<file path="config.mk">
export PLATFORM = sky130hd
export DESIGN_NAME = k_way_merge
export DESIGN_NICKNAME = d
export VERILOG_FILES = /design/src/rtl/kwm_pkg.sv /design/src/rtl/kwm_ctrl.sv /design/src/rtl/kwm_datapath.sv /design/src/rtl/k_way_merge.sv
export SDC_FILE = /design/constraint.sdc
export NUM_CORES = 2
export LEC_CHECK = 0
export BUFFER_PORTS_ARGS = -buffer_cell sky130_fd_sc_hd__clkbuf_2
export CORE_MARGIN = 2
export CORE_UTILIZATION = 55
export CTS_CLUSTER_DIAMETER = 100
export DETAILED_ROUTE_END_ITERATION = 6
export GPL_TIMING_DRIVEN = 1
export PLACE_DENSITY = 0.82
export SYNTH_ARGS = -nofsm -noshare
export SYNTH_HDL_FRONTEND = slang
export SYNTH_HIERARCHICAL = 1
export SYNTH_SLANG_ARGS = --single-unit
export TNS_END_PERCENT = 50
</file>
<file path="constraint.sdc">
create_clock -name aclk -period 5.6 [get_ports aclk]
set_input_delay 0.56 -clock aclk [delete_from_list [all_inputs] [get_ports aclk]]
set_output_delay 0.56 -clock aclk [all_outputs]
set_load 0.02 [all_outputs]
</file>
<file path="src/rtl/kwm_pkg.sv">
// Shared types and constants of the k-way merge block.
`timescale 1ns / 1ps

package kwm_pkg;

    localparam int DATA_W     = 32;
    localparam int LANE_W     = 2;
    localparam int CFG_W      = 3;
    localparam int RESULT_CAP = 64;
    localparam logic [CFG_W-1:0] ACT_RESET = 3'd4;

    // Commands from the controller to the datapath.
    typedef struct packed {
        logic push;
        logic scan_start;
        logic scan_issue;
        logic pop;
        logic emit_status;
    } kwm_cmd_t;

    // Status from the datapath to the controller.
    typedef struct packed {
        logic pending;
        logic scan_last;
        logic out_free;
        logic last_pop;
        logic finish_needed;
    } kwm_status_t;

endpackage

</file>
<file path="src/rtl/kwm_ctrl.sv">
// Controller state machine of the k-way merge block.
`timescale 1ns / 1ps

module kwm_ctrl (
    input  logic                aclk,
    input  logic                aresetn,
    input  logic                s_valid,
    output logic                s_ready,
    input  kwm_pkg::kwm_status_t status,
    output kwm_pkg::kwm_cmd_t    cmd
);

    localparam logic [2:0] ST_IDLE   = 3'd0;
    localparam logic [2:0] ST_CHECK  = 3'd1;
    localparam logic [2:0] ST_SCAN   = 3'd2;
    localparam logic [2:0] ST_DRAIN  = 3'd3;
    localparam logic [2:0] ST_POP    = 3'd4;
    localparam logic [2:0] ST_FINISH = 3'd5;

    logic [2:0] state_reg;
    logic [2:0] state_next;

    always_comb begin
        state_next = state_reg;
        cmd        = '0;
        s_ready    = 1'b0;
        case (state_reg)
            ST_IDLE: begin
                s_ready = 1'b1;
                if (s_valid) begin
                    cmd.push   = 1'b1;
                    state_next = ST_CHECK;
                end
            end
            ST_CHECK: begin
                if (status.pending) begin
                    cmd.scan_start = 1'b1;
                    state_next     = ST_SCAN;
                end else begin
                    state_next = ST_FINISH;
                end
            end
            ST_SCAN: begin
                cmd.scan_issue = 1'b1;
                if (status.scan_last) begin
                    state_next = ST_DRAIN;
                end
            end
            ST_DRAIN: begin
                state_next = ST_POP;
            end
            ST_POP: begin
                if (status.out_free) begin
                    cmd.pop    = 1'b1;
                    state_next = status.last_pop ? ST_IDLE : ST_CHECK;
                end
            end
            ST_FINISH: begin
                if (!status.finish_needed) begin
                    state_next = ST_IDLE;
                end else if (status.out_free) begin
                    cmd.emit_status = 1'b1;
                    state_next      = ST_IDLE;
                end
            end
            default: begin
                state_next = ST_IDLE;
            end
        endcase
    end

    always_ff @(posedge aclk) begin
        if (!aresetn) begin
            state_reg <= ST_IDLE;
        end else begin
            state_reg <= state_next;
        end
    end

endmodule

</file>
<file path="src/rtl/kwm_datapath.sv">
// Datapath of the k-way merge block: lane queues, head scan and output register.
`timescale 1ns / 1ps

module kwm_datapath #(
    parameter int LANES      = 4,
    parameter int LANE_DEPTH = 16
) (
    input  logic                                 aclk,
    input  logic                                 aresetn,
    input  kwm_pkg::kwm_cmd_t                    cmd,
    output kwm_pkg::kwm_status_t                 status,
    input  logic [kwm_pkg::LANE_W-1:0]           s_lane,
    input  logic signed [kwm_pkg::DATA_W-1:0]    s_value,
    input  logic                                 s_has_value,
    input  logic                                 s_lane_done,
    input  logic                                 cfg_valid,
    input  logic [kwm_pkg::CFG_W-1:0]            cfg_active_lanes,
    input  logic                                 m_ready,
    output logic                                 m_valid,
    output logic signed [kwm_pkg::DATA_W-1:0]    m_merged_value,
    output logic                                 m_valid_res,
    output logic                                 m_last,
    output logic                                 m_error
);

    localparam int PTR_W     = $clog2(LANE_DEPTH);
    localparam int CNT_W     = $clog2(LANE_DEPTH + 1);
    localparam int SCAN_W    = $clog2(LANES);
    localparam int ACT_W     = $clog2(LANES + 1);
    localparam int MEM_DEPTH = LANES * LANE_DEPTH;
    localparam int ADDR_W    = $clog2(MEM_DEPTH);
    localparam int N_W       = $clog2(kwm_pkg::RESULT_CAP + 1);

    function automatic logic [PTR_W-1:0] ptr_inc(input logic [PTR_W-1:0] p);
        ptr_inc = (p == PTR_W'(LANE_DEPTH - 1)) ? '0 : p + 1'b1;
    endfunction

    logic [kwm_pkg::CFG_W-1:0] act_cfg_reg;
    logic [ACT_W-1:0]          eff_act;

    logic [PTR_W-1:0] rd_ptr_reg [LANES];
    logic [PTR_W-1:0] rd_ptr_next [LANES];
    logic [PTR_W-1:0] wr_ptr_reg [LANES];
    logic [PTR_W-1:0] wr_ptr_next [LANES];
    logic [CNT_W-1:0] count_reg [LANES];
    logic [CNT_W-1:0] count_next [LANES];
    logic [LANES-1:0] finished_reg;
    logic [LANES-1:0] finished_next;

    logic [kwm_pkg::DATA_W-1:0] mem [MEM_DEPTH];
    logic signed [kwm_pkg::DATA_W-1:0] rdata_reg;
    logic [ADDR_W-1:0] waddr;
    logic [ADDR_W-1:0] raddr;

    logic [SCAN_W-1:0] issue_idx_reg;
    logic [SCAN_W-1:0] cmp_idx_reg;
    logic              cmp_valid_reg;
    logic [SCAN_W-1:0] best_idx_reg;
    logic signed [kwm_pkg::DATA_W-1:0] best_val_reg;
    logic              best_any_reg;

    logic           err_reg;
    logic [N_W-1:0] n_reg;

    logic                              m_valid_reg;
    logic signed [kwm_pkg::DATA_W-1:0] m_value_reg;
    logic                              m_valid_res_reg;
    logic                              m_last_reg;
    logic                              m_error_reg;

    logic [LANES-1:0] active_vec;
    logic [LANES-1:0] nonempty_vec;
    logic [LANES-1:0] full_vec;
    logic [LANES-1:0] in_sel;
    logic [LANES-1:0] best_sel;
    logic [LANES-1:0] last_ok;
    logic [PTR_W-1:0] sel_wr_ptr;
    logic             lane_in_range;
    logic             push_ok;
    logic             drop;
    logic             ready_all;
    logic             any_head;
    logic             complete;
    logic             clear;
    logic             out_load;
    logic             cmp_take;

    // Lanes at or above the effective count are treated as finished.
    always_comb begin
        if (act_cfg_reg == '0) begin
            eff_act = ACT_W'(1);
        end else if (int'(act_cfg_reg) > LANES) begin
            eff_act = ACT_W'(LANES);
        end else begin
            eff_act = ACT_W'(act_cfg_reg);
        end
    end

    always_comb begin
        sel_wr_ptr = '0;
        for (int i = 0; i < LANES; i++) begin
            active_vec[i]   = i < int'(eff_act);
            nonempty_vec[i] = count_reg[i] != '0;
            full_vec[i]     = count_reg[i] == CNT_W'(LANE_DEPTH);
            in_sel[i]       = i == int'(s_lane);
            best_sel[i]     = i == int'(best_idx_reg);
            last_ok[i]      = !active_vec[i] || (finished_reg[i] &&
                              (count_reg[i] == (best_sel[i] ? CNT_W'(1) : CNT_W'(0))));
            if (in_sel[i]) begin
                sel_wr_ptr = sel_wr_ptr | wr_ptr_reg[i];
            end
        end
    end

    assign lane_in_range = int'(s_lane) < int'(eff_act);
    assign push_ok       = s_has_value && lane_in_range && !(|(in_sel & finished_reg))
                           && !(|(in_sel & full_vec));
    assign drop          = s_has_value && !push_ok;

    assign ready_all = &(~active_vec | nonempty_vec | finished_reg);
    assign any_head  = |(active_vec & nonempty_vec);
    assign complete  = &(~active_vec | (finished_reg & ~nonempty_vec));

    assign status.pending       = ready_all && any_head && (n_reg < N_W'(kwm_pkg::RESULT_CAP));
    assign status.scan_last     = ACT_W'(issue_idx_reg) == (eff_act - ACT_W'(1));
    assign status.out_free      = !m_valid_reg || m_ready;
    assign status.last_pop      = &last_ok;
    assign status.finish_needed = (n_reg == '0) && (complete || err_reg);

    assign clear    = (cmd.pop && status.last_pop) || (cmd.emit_status && complete);
    assign out_load = cmd.pop || cmd.emit_status;
    assign cmp_take = cmp_valid_reg && nonempty_vec[cmp_idx_reg]
                      && (!best_any_reg || (rdata_reg < best_val_reg));

    assign waddr = ADDR_W'(s_lane) * ADDR_W'(LANE_DEPTH) + ADDR_W'(sel_wr_ptr);
    assign raddr = ADDR_W'(issue_idx_reg) * ADDR_W'(LANE_DEPTH)
                   + ADDR_W'(rd_ptr_reg[issue_idx_reg]);

    always_comb begin
        rd_ptr_next   = rd_ptr_reg;
        wr_ptr_next   = wr_ptr_reg;
        count_next    = count_reg;
        finished_next = finished_reg;
        for (int i = 0; i < LANES; i++) begin
            if (cmd.push && in_sel[i]) begin
                if (push_ok) begin
                    wr_ptr_next[i] = ptr_inc(wr_ptr_reg[i]);
                    count_next[i]  = count_reg[i] + 1'b1;
                end
                if (s_lane_done && lane_in_range) begin
                    finished_next[i] = 1'b1;
                end
            end
            if (cmd.pop && best_sel[i]) begin
                rd_ptr_next[i] = ptr_inc(rd_ptr_reg[i]);
                count_next[i]  = count_reg[i] - 1'b1;
            end
            if (clear) begin
                rd_ptr_next[i] = '0;
                wr_ptr_next[i] = '0;
                count_next[i]  = '0;
            end
        end
        if (clear) begin
            finished_next = '0;
        end
    end

    always_ff @(posedge aclk) begin
        if (!aresetn) begin
            act_cfg_reg  <= kwm_pkg::ACT_RESET;
            finished_reg <= '0;
            for (int i = 0; i < LANES; i++) begin
                rd_ptr_reg[i] <= '0;
                wr_ptr_reg[i] <= '0;
                count_reg[i]  <= '0;
            end
        end else begin
            if (cfg_valid) begin
                act_cfg_reg <= cfg_active_lanes;
            end
            finished_reg <= finished_next;
            rd_ptr_reg   <= rd_ptr_next;
            wr_ptr_reg   <= wr_ptr_next;
            count_reg    <= count_next;
        end
    end

    // Lane queues share one memory: one write port, one registered read port.
    always_ff @(posedge aclk) begin
        if (cmd.push && push_ok) begin
            mem[waddr] <= s_value;
        end
        rdata_reg <= mem[raddr];
    end

    always_ff @(posedge aclk) begin
        if (!aresetn) begin
            cmp_valid_reg <= 1'b0;
            best_any_reg  <= 1'b0;
            issue_idx_reg <= '0;
            err_reg       <= 1'b0;
            n_reg         <= '0;
            m_valid_reg   <= 1'b0;
        end else begin
            cmp_valid_reg <= cmd.scan_issue;
            if (cmd.scan_start) begin
                issue_idx_reg <= '0;
                best_any_reg  <= 1'b0;
            end else begin
                if (cmd.scan_issue) begin
                    issue_idx_reg <= issue_idx_reg + 1'b1;
                end
                if (cmp_take) begin
                    best_any_reg <= 1'b1;
                end
            end
            if (cmd.push) begin
                err_reg <= drop;
                n_reg   <= '0;
            end else if (out_load) begin
                err_reg <= 1'b0;
                n_reg   <= n_reg + 1'b1;
            end
            if (out_load) begin
                m_valid_reg <= 1'b1;
            end else if (m_ready) begin
                m_valid_reg <= 1'b0;
            end
        end
    end

    always_ff @(posedge aclk) begin
        cmp_idx_reg <= issue_idx_reg;
        if (cmp_take) begin
            best_val_reg <= rdata_reg;
            best_idx_reg <= cmp_idx_reg;
        end
        if (cmd.pop) begin
            m_value_reg     <= best_val_reg;
            m_valid_res_reg <= 1'b1;
            m_last_reg      <= status.last_pop;
            m_error_reg     <= err_reg;
        end else if (cmd.emit_status) begin
            m_value_reg     <= '0;
            m_valid_res_reg <= 1'b0;
            m_last_reg      <= complete;
            m_error_reg     <= err_reg;
        end
    end

    assign m_valid        = m_valid_reg;
    assign m_merged_value = m_value_reg;
    assign m_valid_res    = m_valid_res_reg;
    assign m_last         = m_last_reg;
    assign m_error        = m_error_reg;

endmodule

</file>
<file path="src/rtl/k_way_merge.sv">
// Top level of the k-way merge block: controller, datapath and configuration port.
//
//  channel  | handshake             | words carried
//  ---------+-----------------------+---------------------------------------------------
//  input    | s_valid / s_ready     | s_lane, s_value, s_has_value, s_lane_done
//  result   | m_valid / m_ready     | m_merged_value, m_valid_res, m_last, m_error
//  config   | cfg_valid / cfg_ready | cfg_active_lanes
//
// One input word is taken at a time. For every element it releases, where A is
// the effective number of active lanes, the head scan reads the A lane heads,
// one lane head a cycle, from the shared queue memory through its single
// registered read port.
// Reset is synchronous and active low; the queue memory itself is not
// cleared, since per-lane counts and pointers guard every read of it.
// A stalled result channel holds the block in its emit state; the last result
// of a step may still wait in the output register while the next input word
// is accepted.
`timescale 1ns / 1ps

module k_way_merge #(
    parameter int LANES      = 4,
    parameter int LANE_DEPTH = 16
) (
    input  logic                               aclk,
    input  logic                               aresetn,
    // Input words: one element and/or an end-of-lane mark for one lane.
    input  logic                               s_valid,
    output logic                               s_ready,
    input  logic [kwm_pkg::LANE_W-1:0]         s_lane,
    input  logic signed [kwm_pkg::DATA_W-1:0]  s_value,
    input  logic                               s_has_value,
    input  logic                               s_lane_done,
    // Configuration: number of lanes in use.
    input  logic                               cfg_valid,
    output logic                               cfg_ready,
    input  logic [kwm_pkg::CFG_W-1:0]          cfg_active_lanes,
    // Result words: merged elements and status.
    output logic                               m_valid,
    input  logic                               m_ready,
    output logic signed [kwm_pkg::DATA_W-1:0]  m_merged_value,
    output logic                               m_valid_res,
    output logic                               m_last,
    output logic                               m_error
);

    kwm_pkg::kwm_cmd_t    cmd;
    kwm_pkg::kwm_status_t status;

    // The user must change the register only while the block is idle; the block
    // itself does not enforce it. A write is always taken at once.
    assign cfg_ready = 1'b1;

    // The controller sequences each step: enqueue, check whether every active
    // lane has a head or has ended, scan the heads, pop the smallest, and finally emit
    // a status-only word when a step ends with an error or completion but no
    // element.
    kwm_ctrl u_ctrl (
        .aclk    (aclk),
        .aresetn (aresetn),
        .s_valid (s_valid),
        .s_ready (s_ready),
        .status  (status),
        .cmd     (cmd)
    );

    // The datapath owns the lane queues, the finished flags, the running
    // minimum of the scan and the output register. Ties keep the lower lane
    // because lanes are scanned in ascending order with a strict compare.
    kwm_datapath #(
        .LANES      (LANES),
        .LANE_DEPTH (LANE_DEPTH)
    ) u_datapath (
        .aclk             (aclk),
        .aresetn          (aresetn),
        .cmd              (cmd),
        .status           (status),
        .s_lane           (s_lane),
        .s_value          (s_value),
        .s_has_value      (s_has_value),
        .s_lane_done      (s_lane_done),
        .cfg_valid        (cfg_valid),
        .cfg_active_lanes (cfg_active_lanes),
        .m_ready          (m_ready),
        .m_valid          (m_valid),
        .m_merged_value   (m_merged_value),
        .m_valid_res      (m_valid_res),
        .m_last           (m_last),
        .m_error          (m_error)
    );

endmodule

</file>
Yosys cells after proc, flatten, opt, wreduce, memory -nomap -nowiden
Memories as Yosys holds them, arrays and structs flattened. A register that Yosys moved wholly into a read port is not among the register bits.
Index checks and enable logic that the tools add are counted.
{"block": "classes", "addsub": 21, "mul": 0, "n_div": 0, "order_cmp": 10, "eq_ne": 32, "shift": 0, "n_mux": 65, "bitwise_logic": 14, "n_reduce_logical": 85}
{"cell": "two-way mux 32 bit", "n": 2}
{"cell": "two-way mux 5 bit", "n": 12}
{"cell": "two-way mux 4 bit", "n": 14}
{"cell": "adder 4 x 1 -> 4 bit, second input constant", "n": 8}
{"cell": "equality test 4 bit, second input constant", "n": 8}
{"cell": "less-than comparator 32 bit", "n": 1}
{"cell": "two-way mux 1 bit", "n": 26}
{"cell": "logical AND 1 bit", "n": 25}
{"cell": "two-way mux 3 bit", "n": 8}
{"cell": "OR 4 bit", "n": 6}
{"cell": "AND reduction 2 bit", "n": 12}
{"cell": "nonzero test 2 bit", "n": 11}
{"cell": "adder 5 x 1 -> 5 bit, second input constant", "n": 4}
{"cell": "equality test 5 bit", "n": 4}
{"cell": "equality test 5 bit, second input constant", "n": 4}
{"cell": "nonzero test 5 bit", "n": 4}
{"cell": "subtractor 5 x 1 -> 5 bit, second input constant", "n": 4}
{"cell": "case mux 3 bit (6 select lines)", "n": 1}
{"cell": "AND 4 bit", "n": 4}
{"cell": "AND reduction 4 bit", "n": 4}
{"cell": "adder 6 x 4 -> 6 bit", "n": 2}
{"cell": "OR reduction 4 bit", "n": 3}
{"cell": "logical NOT 1 bit", "n": 9}
{"cell": "logical OR 1 bit", "n": 9}
{"cell": "27 further kinds", "n": 42}
{"block": "totals", "ff_bits": 146, "latchBits": 0, "ramBits": 2048, "romBits": 0, "in_bits": 44, "output_inout_bits": 38, "wordCells": 259, "n_memories": 1}
{"name": "u_datapath.mem", "words": 64, "word_bits": 32, "rd": 1, "rd_clocked_by_memory_dff": 1, "wr": 1, "line_no": "kwm_datapath.sv:50", "text": "logic [kwm_pkg::DATA_W-1:0] mem [MEM_DEPTH];"}

Logic depth before layout (Yosys ltp)
{"block": "depth", "word_depth": 14, "mapped_depth": 15, "depth_no_buf": 14}

Cells and area by module
The synthesis kept the hierarchy.
{"mod": "kwm_datapath", "n_inst": 1, "cells_each": 5984, "area_per_inst_um2": 87974.4, "seq_area_each_um2": 65683.0}
{"mod": "kwm_ctrl", "n_inst": 1, "cells_each": 30, "area_per_inst_um2": 232.7, "seq_area_each_um2": 60.1}
{"mod": "k_way_merge", "n_inst": 1, "cells_each": 2, "area_per_inst_um2": 11.3, "seq_area_each_um2": 0.0}

Least setup slack after synthesis
No wires, ideal clock.
{"block": "synth_path", "path_kind": "register to register", "from": "register u_datapath/best_val_reg[5] (netlist name)", "to": "register u_datapath.best_idx_reg[0] (enable)", "setup_ps": 488, "arrival_time_ps": 4203, "required_time_ps": 5112, "slack_ps": 909, "stages_incl_launch_ff": 10, "n_path_buf": 0, "period_less_slack_ps": 4691, "cell_sequence": "edfxtp_1 inv_1 ha_1 a21oi_1 nor2_1 a211oi_1 o21ai_0 a221oi_1 o22ai_1 a311oi_1"}
{"block": "synth_via", "elab_chain_len": 3}
{"element": "start, declared", "line_no": "kwm_datapath.sv:59", "text": "logic signed [kwm_pkg::DATA_W-1:0] best_val_reg;"}
{"element": "start signal, assigned", "line_no": "kwm_datapath.sv:236", "text": "best_val_reg <= rdata_reg;"}
{"element": "less-than comparator 32 bit", "line_no": "kwm_datapath.sv:133", "text": "&& (!best_any_reg || (rdata_reg < best_val_reg));"}
{"element": "logical OR 1 bit", "line_no": "kwm_datapath.sv:133"}
{"element": "logical AND 1 bit", "line_no": "kwm_datapath.sv:133"}
{"element": "named net u_datapath.cmp_take", "line_no": "kwm_datapath.sv:86", "text": "logic cmp_take;"}
{"element": "end signal, assigned", "line_no": "kwm_datapath.sv:237", "text": "best_idx_reg <= cmp_idx_reg;"}
{"element": "end, declared", "line_no": "kwm_datapath.sv:58", "text": "logic [SCAN_W-1:0] best_idx_reg;"}
The timed path passes the listed nets, and every way through them passes these cells.
A chain may end at the register's enable or synchronous reset.

Final worst setup path
{"block": "layout_path", "from": "register u_datapath.issue_idx_reg[1]", "to": "register u_datapath/rdata_reg[22] (netlist name), read port of u_datapath.mem"}
{"block": "layout_via", "elab_chain_len": 5}
{"element": "start, declared", "line_no": "kwm_datapath.sv:55", "text": "logic [SCAN_W-1:0] issue_idx_reg;"}
{"element": "start signal, assigned", "line_no": "kwm_datapath.sv:212", "text": "issue_idx_reg <= issue_idx_reg + 1'b1;"}
{"element": "NOT 2 -> 3 bit (not written as such)", "line_no": "kwm_datapath.sv:137", "text": "+ ADDR_W'(rd_ptr_reg[issue_idx_reg]);"}
{"element": "binary-select mux 4 bit (select 2 bit)", "line_no": "kwm_datapath.sv:137"}
{"element": "two-way mux 4 bit (not written as such) (2 in a row)", "line_no": "kwm_datapath.sv:137"}
{"element": "adder 6 x 4 -> 6 bit *", "line_no": "kwm_datapath.sv:137"}
{"element": "end, declared", "line_no": "kwm_datapath.sv:51", "text": "logic signed [kwm_pkg::DATA_W-1:0] rdata_reg;"}
Every way passes the cells marked *; elsewhere a longest branch is shown, timed or not. The select of a mux whose other input is x is not followed.

==> results.json <==
{
  "status": "complete, but fails checks",
  "violations": "design-rule violations, max-capacitance violations, max-slew violations",
  "clockBufferDepth": 3,
  "fin_ws_ns": 0.427,
  "hold_viol_final": 0,
  "r2r_start": "u_datapath/issue_idx_reg[1]",
  "clock_latency_ns": 0.84,
  "ys_types": 66,
  "syn_avg_cell_area_um2": 14.7,
  "vias_per_cell": 6.72,
  "ys_warn_count": 6,
  "hold_class": "input port to flip-flop",
  "hold_ws_ns": 0.0584,
  "initial_core_util": 0.556,
  "crit_buf_inv": 3,
  "root_buffer": "clkbuf_16",
  "p_per_area_nw_per_um2": 336,
  "maxCapViolCount": 3,
  "clk_pin_slew_ns": 0.07,
  "ios": 82,
  "post-place-ws_ns": 0.720,
  "largest_register": "u_datapath/mem",
  "hold_depth": 3,
  "core_area_um2": 159000,
  "post-route-util": 0.622,
  "cts_tree": "done",
  "die_y_um": 404,
  "die_width_um": 404,
  "cp_cell_sequence": "mux4_4 -> buf_12 -> buf_4 -> buf_4 -> nor2b_1 -> a211oi_1 -> a311oi_1 -> nor4_1 -> o22ai_1 -> or3_1",
  "slew_violations": 5,
  "drive_gt1_frac": 0.127,
  "cts-htree-levels": 4,
  "wl_per_cell_um": 29.6,
  "power.leakage_nw": 31.8,
  "cts_buffers": 204,
  "synth_top_area_cell": "edfxtp_1",
  "seq_area_frac_synth": 0.745,
  "tightest_slew_ns": 1.56,
  "r2r_setup_slack_ns": 0.43,
  "reg2reg_depth": 10,
  "synthesis.nets": 6119,
  "dieArea_um2": 164000,
  "required_ns": 6.32,
  "rsz0062_at_grt": "no",
  "peakVddDrop_v": 0.000352,
  "grt_max_degree": 96,
  "max_stage_delay_ns": 0.99,
  "route.detailed.drc": 8,
  "worstPathArrival_ns": 5.89,
  "r2r-end": "u_datapath/rdata_reg[22]",
  "nets": 6247,
  "setup_viol_count_final": 0,
  "critPathCaptureType": "flip-flop",
  "clock-sinks": 2226,
  "place_inst": 8006,
  "critPathSlowestCell": "nor4_1",
  "antenna_left": 0,
  "port_buffers": 80,
  "overflow": 0,
  "areaGrowthSynthToFinish_pct": 12.0,
  "synth_top_area_frac": 0.720,
  "drt_wl_total_um": 249000,
  "fin_skew_ns": 0.0547,
  "yosysMostFrequentCell": "edfxtp_1",
  "grt_util_all_layers": 0.301,
  "synth-edff-count": 2116,
  "maxSlewHeadroom": -0.0515,
  "grt_pass1_wl_um": 360000,
  "crit_path_frequent_cell": "buf_4",
  "min_to": "u_datapath/act_cfg_reg[1]",
  "first_pass_iters": 7,
  "cts_resized": 0,
  "largest_register_ffs": 2048,
  "max_clock_freq_mhz": 193,
  "critPathMaxFanout": 64,
  "antenna_found_initial": 26,
  "synth_cells": 6016,
  "routabilityCongestion": 0.963,
  "fill_cells": 10400,
  "ys_seq_elements": 2226,
  "rows": 146,
  "period_needed_ns": 5.17,
  "fin_crit_sh": 0.924,
  "cp-start-kind": "flip-flop",
  "synth_area_leaders": "edfxtp_1 72%, nand2_1 4.8%, dfxtp_1 2.5%",
  "hp-start": "cfg_active_lanes[1]",
  "crit_type": "flip-flop to flip-flop",
  "netlist_area_um2": 88200,
  "synth_common_cells": "2116 x edfxtp_1, 1125 x nand2_1, 307 x a21oi_1, 249 x clkbuf_1, 240 x nor2_1",
  "dr.first_iter.drc_count": 10600,
  "route.vias.total": 56500,
  "grt_pass1_vias": 54300,
  "dp_hpwl_um": 145000,
  "synth_ff_type": "edfxtp_1",
  "critPathTopFamily": "simple AND/OR/NAND/NOR gates",
  "synthArstFlopShare": 0,
  "finalNonFillerCells": 8401
}
-- stage by stage --
step / TNS (ns) / cell area, µm² / total power [mW]
2_1_floorplan: 0 / 88200 / 19.2
5_1_grt: 0 / 98800 / 33.9
3_3_place_gp: -0.467 / 92100 / 19.8
3_5_place_dp: 0 / 92200 / 19.8
4_1_cts: 0 / 98700 / 33.2
6_report: 0 / 98800 / 33.2
-- placed cells by master (no fill, tap or decap), types with 59 or more instances in the layout --
cell type,count
a31oi_1,97
a2111oi_0,64
buf_4,188
dfxtp_1,110
mux4_2,83
nor2_1,173
a211oi_1,169
nand2_1,1125
nor2_4,64
mux2i_1,171
nand3_1,195
inv_1,59
a311oi_1,99
clkbuf_2,78
nor2b_1,201
clkbuf_16,207
edfxtp_1,2116
a21oi_1,307
-- tightest hold or removal path, delay by kind of cell --
kind	cells	cell delay (ns)
simple gates	1	0.13
buf+inv	1	0.08
mux	1	0.07
-- worst max-delay path by stage --
| stage | start | slack (ns) | depth (start not counted) | to |
|---|---|---|---|---|
| 2_1_floorplan | u_datapath/best_val_reg[5] | 0.91 | 9 | u_datapath/best_idx_reg[0] |
| 3_3_place_gp | u_datapath/issue_idx_reg[1] | -0.35 | 6 | u_datapath/rdata_reg[14] |
| 3_5_place_dp | u_datapath/issue_idx_reg[1] | 0.72 | 10 | u_datapath/rdata_reg[22] |
| 4_1_cts | u_datapath/issue_idx_reg[1] | 0.71 | 10 | u_datapath/rdata_reg[22] |
| 5_1_grt | u_datapath/issue_idx_reg[1] | 0.50 | 10 | u_datapath/rdata_reg[22] |
| 6_report | u_datapath/issue_idx_reg[1] | 0.43 | 10 | u_datapath/rdata_reg[22] |
-- what timing repair did --
action                    in CTS  in global routing
hold endpoints to repair       2                  0
setup buffers                  0                  0
hold buffers                   3                  0
-- final cells by class --
cell class / instances / area (µm²) / share of cell area
Antenna cell: 7 / 17.5 / 0.000177
Clock buffer: 274 / 5570 / 0.0564
Clock inverter: 110 / 990 / 0.0100
Inverter: 59 / 221 / 0.00224
Multi-Input combinational cell: 3354 / 21300 / 0.215
Sequential cell: 2226 / 65700 / 0.666
Tap cell: 2072 / 2590 / 0.0262
Timing Repair Buffer: 299 / 2370 / 0.0240
-- power by group --
group | switching, mW | total, mW | internal (mW)
combinational | 0.872 | 1.17 | 0.295
clock | 6.07 | 13.7 | 7.64
sequential | 0.0634 | 18.3 | 18.3
total | 7.00 | 33.2 | 26.2
-- routing by layer --
metal	routed length, µm	GRT usage
met4	19300	0.190
met3	38700	0.101
met1	80300	0.377
met2	111000	0.454
met5	195	0
-- cell families after synthesis --
group / share of synthesized area
AND/OR/NAND/NOR: 0.101
multiplexers: 0.0417
AO/OA/AOI/OAI: 0.0787
other: 0.0000425
adder cells (fa/ha/maj): 0.00871
XOR/XNOR: 0.00338
flip-flops: 0.745
buffers and inverters: 0.0212
Note: power is estimated with default switching activity, not from simulation.
